**config.mk**
```make
export PLATFORM = sky130hd
export DESIGN_NAME = digit_display_mode_sequencer
export DESIGN_NICKNAME = d
export VERILOG_FILES = /design/src/rtl/core/dds_pkg.sv /design/src/rtl/core/dds_cfg_regs.sv /design/src/rtl/core/dds_lane.sv /design/src/rtl/core/digit_display_mode_sequencer.sv
export SDC_FILE = /design/constraint.sdc
export NUM_CORES = 1
export LEC_CHECK = 0
export BUFFER_PORTS_ARGS = -buffer_cell sky130_fd_sc_hd__buf_2
export CORE_MARGIN = 10
export CORE_UTILIZATION = 30
export CTS_CLUSTER_DIAMETER = 100
export DETAILED_ROUTE_END_ITERATION = 8
export PLACE_DENSITY = 0.49
export SYNTH_ARGS = -nofsm -noshare
export SYNTH_HDL_FRONTEND = slang
export SYNTH_SLANG_ARGS = --single-unit
export TNS_END_PERCENT = 50
```
**constraint.sdc**
```tcl
create_clock -name clk -period 6.4 [get_ports clk]
set_input_delay 1.6 -clock clk [delete_from_list [all_inputs] [get_ports clk]]
set_output_delay 1.6 -clock clk [all_outputs]
set_load 0.02 [all_outputs]
```
**src/rtl/core/dds_pkg.sv**
```systemverilog
package dds_pkg;

    localparam int DIGIT_W = 4;
    localparam int MODE_W  = 2;
    localparam int CHG_W   = 17;
    localparam int ROLL_W  = 8;
    localparam int CFG_W   = 16;
    localparam int ADDR_W  = 2;

    localparam logic [MODE_W-1:0] MODE_TIME = 2'd0;
    localparam logic [MODE_W-1:0] MODE_ROLL = 2'd1;
    localparam logic [MODE_W-1:0] MODE_DATE = 2'd2;

    localparam logic [ADDR_W-1:0] REG_TIME_HOLD = 2'd0;
    localparam logic [ADDR_W-1:0] REG_DATE_HOLD = 2'd1;
    localparam logic [ADDR_W-1:0] REG_ROLL_STEP = 2'd2;
    localparam logic [ADDR_W-1:0] REG_SETTLE    = 2'd3;

    localparam logic [15:0] TIME_HOLD_RST = 16'd65000;
    localparam logic [15:0] DATE_HOLD_RST = 16'd5000;
    localparam logic [7:0]  ROLL_STEP_RST = 8'd90;
    localparam logic [7:0]  SETTLE_RST    = 8'd10;

    localparam logic [CHG_W-1:0]  CHG_MAX  = '1;
    localparam logic [ROLL_W-1:0] ROLL_MAX = '1;

    typedef struct packed {
        logic [15:0] time_hold_ms;
        logic [15:0] date_hold_ms;
        logic [7:0]  roll_step_ms;
        logic [7:0]  settle_steps;
    } cfg_t;

endpackage

```
**src/rtl/core/dds_cfg_regs.sv**
```systemverilog
module dds_cfg_regs
    import dds_pkg::*;
(
    input  logic              clk,
    input  logic              rst_n,
    input  logic              cfg_we,
    input  logic [ADDR_W-1:0] cfg_addr,
    input  logic [CFG_W-1:0]  cfg_data,
    output cfg_t              cfg
);

    cfg_t cfg_reg;
    cfg_t cfg_next;

    always_comb
    begin
        cfg_next = cfg_reg;
        if (cfg_we)
        begin
            case (cfg_addr)
                REG_TIME_HOLD: cfg_next.time_hold_ms = cfg_data;
                REG_DATE_HOLD: cfg_next.date_hold_ms = cfg_data;
                REG_ROLL_STEP: cfg_next.roll_step_ms = cfg_data[7:0];
                REG_SETTLE:    cfg_next.settle_steps = cfg_data[7:0];
                default:       cfg_next = cfg_reg;
            endcase
        end
    end

    always_ff @(posedge clk or negedge rst_n)
    begin
        if (!rst_n)
        begin
            cfg_reg.time_hold_ms <= TIME_HOLD_RST;
            cfg_reg.date_hold_ms <= DATE_HOLD_RST;
            cfg_reg.roll_step_ms <= ROLL_STEP_RST;
            cfg_reg.settle_steps <= SETTLE_RST;
        end
        else
        begin
            cfg_reg <= cfg_next;
        end
    end

    assign cfg = cfg_reg;

endmodule

```
**src/rtl/core/dds_lane.sv**
```systemverilog
module dds_lane
    import dds_pkg::*;
(
    input  logic [DIGIT_W-1:0] shown,
    input  logic [DIGIT_W-1:0] time_digit,
    input  logic [DIGIT_W-1:0] date_digit,
    input  logic               to_date,
    input  logic               settle_ok,
    output logic [DIGIT_W-1:0] next_digit,
    output logic               match
);

    logic [DIGIT_W-1:0] goal;
    logic [DIGIT_W:0]   sum;
    logic [DIGIT_W-1:0] advanced;

    assign goal = to_date ? date_digit : time_digit;
    assign sum  = {1'b0, shown} + {{DIGIT_W{1'b0}}, 1'b1};

    // (d + 1) mod 10; sum never reaches 20, so one subtract is enough
    assign advanced = (sum >= (DIGIT_W+1)'(10)) ? DIGIT_W'(sum - (DIGIT_W+1)'(10))
                                                : sum[DIGIT_W-1:0];

    // hold a digit that already sits on its goal once settling is allowed
    assign next_digit = (shown == goal && settle_ok) ? shown : advanced;
    assign match      = (next_digit == goal);

endmodule

```
**src/rtl/core/digit_display_mode_sequencer.sv**
```systemverilog
// Digit display mode sequencer: one millisecond tick item in, one display item out.
// The block accepts an item in every cycle while the output is not stalled; each item
// passes an input register and is resolved against the mode, digit, roll-count and timer
// state, landing in the result register that drives the output. The state update is
// done once per tick, which sets that rate. While the result register is full and stalled,
// one more item is held in the input register before s_tready drops. No clearing pass after
// reset: the block is ready at once. Configuration writes take effect on the next edge
// and are meant to be made while no items are in flight.
module digit_display_mode_sequencer
    import dds_pkg::*;
#(
    parameter int LAMPS = 4,
    localparam int IN_W  = ((2 * LAMPS * DIGIT_W + 1 + 7) / 8) * 8,
    localparam int OUT_W = ((LAMPS * DIGIT_W + 2 + MODE_W + 7) / 8) * 8
)
(
    input  logic              clk,
    input  logic              rst_n,
    input  logic              cfg_we,
    input  logic [ADDR_W-1:0] cfg_addr,
    input  logic [CFG_W-1:0]  cfg_data,
    input  logic              s_tvalid,
    output logic              s_tready,
    // time_digit_0..LAMPS-1, date_digit_0..LAMPS-1, second_odd, zero pad
    input  logic [IN_W-1:0]   s_tdata,
    output logic              m_tvalid,
    input  logic              m_tready,
    // shown_digit_0..LAMPS-1, lower_dot, upper_dot, mode, zero pad
    output logic [OUT_W-1:0]  m_tdata
);

    localparam int DIG_BITS = LAMPS * DIGIT_W;
    localparam int IN_BITS  = 2 * DIG_BITS + 1;
    localparam int OUT_BITS = DIG_BITS + 2 + MODE_W;

    cfg_t cfg;

    logic                in_valid_reg, in_valid_next;
    logic [IN_BITS-1:0]  in_data_reg, in_data_next;
    logic                out_valid_reg, out_valid_next;
    logic [OUT_BITS-1:0] out_data_reg, out_data_next;

    logic [MODE_W-1:0]   mode_reg, mode_next;
    logic                target_reg, target_next;
    logic [LAMPS-1:0][DIGIT_W-1:0] digits_reg, digits_next;
    logic [ROLL_W-1:0]   roll_cnt_reg, roll_cnt_next;
    logic [CHG_W-1:0]    chg_ms_reg, chg_ms_next;
    logic [ROLL_W-1:0]   roll_ms_reg, roll_ms_next;

    logic                in_fire;
    logic [LAMPS-1:0][DIGIT_W-1:0] time_digits, date_digits, rolled;
    logic [LAMPS-1:0]    lane_match;
    logic                parity;
    logic                settle_ok;
    logic [CHG_W-1:0]    chg_inc;
    logic [ROLL_W-1:0]   roll_inc;
    logic                lower_dot, upper_dot;

    dds_cfg_regs u_cfg (
        .clk      (clk),
        .rst_n    (rst_n),
        .cfg_we   (cfg_we),
        .cfg_addr (cfg_addr),
        .cfg_data (cfg_data),
        .cfg      (cfg)
    );

    assign time_digits = in_data_reg[DIG_BITS-1:0];
    assign date_digits = in_data_reg[2*DIG_BITS-1:DIG_BITS];
    assign parity      = in_data_reg[2*DIG_BITS];
    assign settle_ok   = (roll_cnt_reg > cfg.settle_steps);

    for (genvar g = 0; g < LAMPS; g++)
    begin : g_lane
        dds_lane u_lane (
            .shown      (digits_reg[g]),
            .time_digit (time_digits[g]),
            .date_digit (date_digits[g]),
            .to_date    (target_reg),
            .settle_ok  (settle_ok),
            .next_digit (rolled[g]),
            .match      (lane_match[g])
        );
    end

    // handshake: the input stage drains whenever the result register can take an item
    assign in_fire  = in_valid_reg && (!out_valid_reg || m_tready);
    assign s_tready = !in_valid_reg || in_fire;

    always_comb
    begin
        in_valid_next = in_valid_reg;
        in_data_next  = in_data_reg;
        if (s_tvalid && s_tready)
        begin
            in_valid_next = 1'b1;
            in_data_next  = s_tdata[IN_BITS-1:0];
        end
        else if (in_fire)
        begin
            in_valid_next = 1'b0;
        end
    end

    assign chg_inc  = (chg_ms_reg == CHG_MAX) ? chg_ms_reg : chg_ms_reg + CHG_W'(1);
    assign roll_inc = (roll_ms_reg == ROLL_MAX) ? roll_ms_reg : roll_ms_reg + ROLL_W'(1);

    always_comb
    begin
        mode_next     = mode_reg;
        target_next   = target_reg;
        digits_next   = digits_reg;
        roll_cnt_next = roll_cnt_reg;
        chg_ms_next   = chg_ms_reg;
        roll_ms_next  = roll_ms_reg;
        lower_dot     = 1'b1;
        upper_dot     = 1'b0;
        if (in_fire)
        begin
            chg_ms_next  = chg_inc;
            roll_ms_next = roll_inc;
            case (mode_reg)
                MODE_TIME:
                begin
                    digits_next = time_digits;
                    lower_dot   = parity;
                    upper_dot   = parity;
                    if (chg_inc > {1'b0, cfg.time_hold_ms})
                    begin
                        mode_next   = MODE_ROLL;
                        target_next = 1'b1;
                        chg_ms_next = '0;
                    end
                end
                MODE_DATE:
                begin
                    digits_next = date_digits;
                    if (chg_inc > {1'b0, cfg.date_hold_ms})
                    begin
                        mode_next   = MODE_ROLL;
                        target_next = 1'b0;
                        chg_ms_next = '0;
                    end
                end
                default:
                begin
                    if (roll_inc >= cfg.roll_step_ms)
                    begin
                        roll_ms_next  = '0;
                        digits_next   = rolled;
                        roll_cnt_next = roll_cnt_reg + ROLL_W'(1);
                        if (&lane_match)
                        begin
                            mode_next     = target_reg ? MODE_DATE : MODE_TIME;
                            roll_cnt_next = '0;
                            chg_ms_next   = '0;
                        end
                    end
                end
            endcase
        end
    end

    always_comb
    begin
        out_valid_next = out_valid_reg;
        out_data_next  = out_data_reg;
        if (in_fire)
        begin
            out_valid_next = 1'b1;
            out_data_next  = {mode_next, upper_dot, lower_dot, digits_next};
        end
        else if (m_tready)
        begin
            out_valid_next = 1'b0;
        end
    end

    always_ff @(posedge clk or negedge rst_n)
    begin
        if (!rst_n)
        begin
            in_valid_reg  <= 1'b0;
            out_valid_reg <= 1'b0;
            mode_reg      <= MODE_ROLL;
            target_reg    <= 1'b0;
            digits_reg    <= '0;
            roll_cnt_reg  <= '0;
            chg_ms_reg    <= '0;
            roll_ms_reg   <= ROLL_MAX;
        end
        else
        begin
            in_valid_reg  <= in_valid_next;
            out_valid_reg <= out_valid_next;
            mode_reg      <= mode_next;
            target_reg    <= target_next;
            digits_reg    <= digits_next;
            roll_cnt_reg  <= roll_cnt_next;
            chg_ms_reg    <= chg_ms_next;
            roll_ms_reg   <= roll_ms_next;
        end
    end

    always_ff @(posedge clk)
    begin
        in_data_reg  <= in_data_next;
        out_data_reg <= out_data_next;
    end

    assign m_tvalid = out_valid_reg;
    assign m_tdata  = OUT_W'(out_data_reg);

endmodule

```
==> flow_metrics.py <==
metrics = {
    "critical_path": {
        "startpoint_type": "flip-flop",
        "cp_max_fo": 23,
        "slowest_stage": "or4b_1",
        "critical-path-top-delay-family": "simple AND/OR/NAND/NOR gates",
        "max_stage_delay_ps": 500,
        "end_kind": "flip-flop",
        "arrival_ps": 5680,
        "crit_type": "reg2reg",
        "required_ps": 6770,
        "cp_num_buf_inv": 0,
        "crit_chain": "nand3_1 > or3_1 > nor3_1 > nand2_1 > and4_1 > nand3_1 > nor2_1 > xnor2_1 > ha_1 > a21o_1 > a21o_1 > a211o_1 > a211o_1 > a31oi_1 > o21ai_0 > o21ai_0 > nor2_1 > a31o_2 > or4b_1 > a21bo_1",
    },
    "synthesis": {
        "synth_edf_count": 53,
        "ys_types": 72,
        "ys.flop_type": "dfrtp_1",
        "synth_top_family_by_area": "compound AO/OA/AOI/OAI gates",
        "seq_area_frac_synth_pct": 44.49,
        "synthXorXnorAreaFrac_pct": 4.751,
        "yosysTopAreaCell": "dfrtp_1",
        "yosys.area_share.simple_pct": 14.16,
        "synth_mux_area_share_pct": 8.012,
        "synth_adder_area_share_pct": 8.384,
        "synth_compound_area_share_pct": 15.32,
        "ys_ff_latch": 155,
        "synth.top_cell.area_share_pct": 18.90,
        "yosys_warnings": 0,
        "syn-cell-area_mm2": 0.009402,
        "postSynthAreaPerCell_um2": 10.20,
        "synth_area_leaders": "dfrtp_1 (19%), edfxtp_1 (17%), dfstp_2 (8.7%), ha_1 (8.4%), mux2_2 (4.4%)",
        "syn_inst": 922,
        "synthArstFlopShare_pct": 65.81,
    },
    "power": {
        "seqPwrFrac_pct": 36.5,
        "power_density_mw_per_mm2": 373.8,
        "netSwitchingPower_mw": 1.540,
        "p_leak_nw": 4.571,
        "power_frac_clock_pct": 23.5,
        "p_comb_share_pct": 40.0,
        "p_total_mw": 3.990,
        "switching_share_pct": 38.60,
        "vdd_drop_max_v": 0.0001452,
        "internal_power_mw": 2.450,
    },
    "global_routing": {
        "grt_pass1_wl_um": 38760,
        "grt-ovfl-total": 0,
        "grt_max_degree": 57,
        "grt_util_all_layers_pct": 12.52,
        "antenna_found_initial": 0,
        "grt_pass1_vias": 7075,
    },
    "clock_network": {
        "cts_setup_buffers": 0,
        "clockBufferDepth": 2,
        "cts-root-buf": "clkbuf_16",
        "cts.sinks": 155,
        "clk_pin_slew_ps": 60,
        "cts_made_buffers": 17,
        "hold_buffers": 0,
        "cts_resized": 0,
        "cts_tree": "built",
        "insertion_delay_ps": 440,
        "h-tree-depth": 4,
    },
    "timing": {
        "final_hold_viol_count": 0,
        "setup_viol": 0,
        "finalSetupTns_ps": 0,
        "fin_crit_ps": 5305,
        "skew_ps": 17.28,
        "hold_ws_ps": 482.9,
        "fmax_ghz": 0.1885,
        "slew_violations": 0,
        "post-route-period-util_pct": 82.90,
        "fin_ws_ps": 1095,
        "slew_headroom_pct": 22.65,
        "rsz0062_at_grt": "false",
        "worst_slew_pin_slew_ps": 1160,
    },
    "drt": {
        "viasPerCell": 4.963,
        "num_vias": 6918,
        "drt-total-wl_um": 23920,
        "drc": 0,
        "firstDrtPassIters": 5,
        "wire_per_inst_um": 17.16,
        "drtAntennaViolNets": 0,
        "first_iter_violations": 490,
    },
    "die": {
        "core_mm2": 0.03075,
        "num_io_pins": 89,
        "initial_utilization_pct": 30.57,
        "die_x_um": 197.0,
        "die_height_um": 197.0,
        "rows": 64,
        "die-area_mm2": 0.03882,
    },
    "finish": {
        "area_growth_pct": 13.53,
        "num-fill-cells": 3171,
        "final_util_pct": 34.71,
        "finalNetCount": 1111,
        "mostFrequentLayoutCells": "nand2_1 (77), buf_2 (76), o21ai_0 (71), dfrtp_1 (71), ha_1 (63)",
        "largest_reg_flops": 48,
        "diodes": 0,
        "drive_above_1_share_pct": 20.04,
        "final_common_cell": "nand2_1",
    },
    "placement": {
        "pre_cts_slack_ps": 1084,
        "numPortBuffers": 77,
        "gp_congestion": 0.8083,
        "hpwlAfterDp_um": 17540,
    },
    "status": {
        "status": "finished clean",
    },
    "flow_run": {
        "drv_cap": 0,
    },
    "hold_path": {
        "min_path_type": "reg2reg",
    },
}
==> path summary, 6_finish.rpt <==
| path | start | to | slack [ps] | cells past startpoint |
|---|---|---|---|---|
| max | chg_ms_reg[8]$_DFFE_PN0P_ | chg_ms_reg[0]$_DFFE_PN0P_ | 1090 | 20 |
| min in group asynchronous | rst_n | u_cfg.cfg[27]$_DFFE_PN0P_ | 1210 | 1 |
| min | chg_ms_reg[11]$_DFFE_PN0P_ | chg_ms_reg[11]$_DFFE_PN0P_ | 480 | 2 |
| max in group asynchronous | rst_n | u_cfg.cfg[15]$_DFFE_PN0P_ | 4010 | 2 |
| max reg2reg | chg_ms_reg[8]$_DFFE_PN0P_ | chg_ms_reg[0]$_DFFE_PN0P_ | 1090 | 20 |
| min reg2reg | chg_ms_reg[11]$_DFFE_PN0P_ | chg_ms_reg[11]$_DFFE_PN0P_ | 480 | 2 |
==> power groups by stage <==
stage / sequential (mW) / clock, mW / combinational (mW)
after global routing: 1.49 / 1.01 / 1.83
after CTS: 1.46 / 0.965 / 1.60
after floorplan: 1.40 / 0 / 1.24
after detailed placement: 1.47 / 0 / 1.59
final: 1.46 / 0.938 / 1.59
after global placement: 1.47 / 0 / 1.57
==> kinds of logic (layout without fill, tap and decap cells) <==
| logic type | after synthesis | count (layout) |
|---|---|---|
| xor+xnor | 51 | 51 |
| compound gates | 222 | 222 |
| buf+inv | 107 | 180 |
| simple gates | 254 | 254 |
| flops | 155 | 155 |
| fa+ha+maj | 63 | 63 |
| mux | 69 | 69 |
| other cells | 1 | 4 |
==> area by class of cell <==
cell class	instances	area (um2)	share of cell area, %
clock inverters	11	71.32	0.6682
flip-flops and latches	155	4183	39.19
inverters	63	236.5	2.215
well taps	396	495.5	4.642
clock buffers	21	460.4	4.314
repair buffers	85	447.9	4.196
multi-input cells	663	4780	44.78
==> stage by stage <==
step           area, um2  cells
6_report           10670   1394
5_1_grt            10670   1394
4_1_cts            10670   1394
3_5_place_dp       10140   1362
3_3_place_gp       10140   1362
2_1_floorplan       9413    925
==> layer usage <==
metal	part of all wire [%]	track usage [%]
met1	49	17.06
met2	46	19.79
met3	3.1	2.147
met4	1.2	3.959
met5	0	0
==> Yosys cell counts (19+ instances only) <==
cell	count
a21o_1	28
a21oi_1	36
clkbuf_1	29
dfrtp_1	71
dfstp_2	31
edfxtp_1	53
ha_1	63
inv_1	63
mux2_2	37
mux2i_1	30
nand2_1	77
nand3_1	33
nor2_1	42
o21ai_0	71
xnor2_1	32
xor2_1	19
==> tightest hold or removal path, cell delays in order (launching register included) <==
cell     delay, ps
dfrtp_1        340
nand2_1         50
o21ai_0         60
Note: power is estimated with default switching activity, not from simulation.
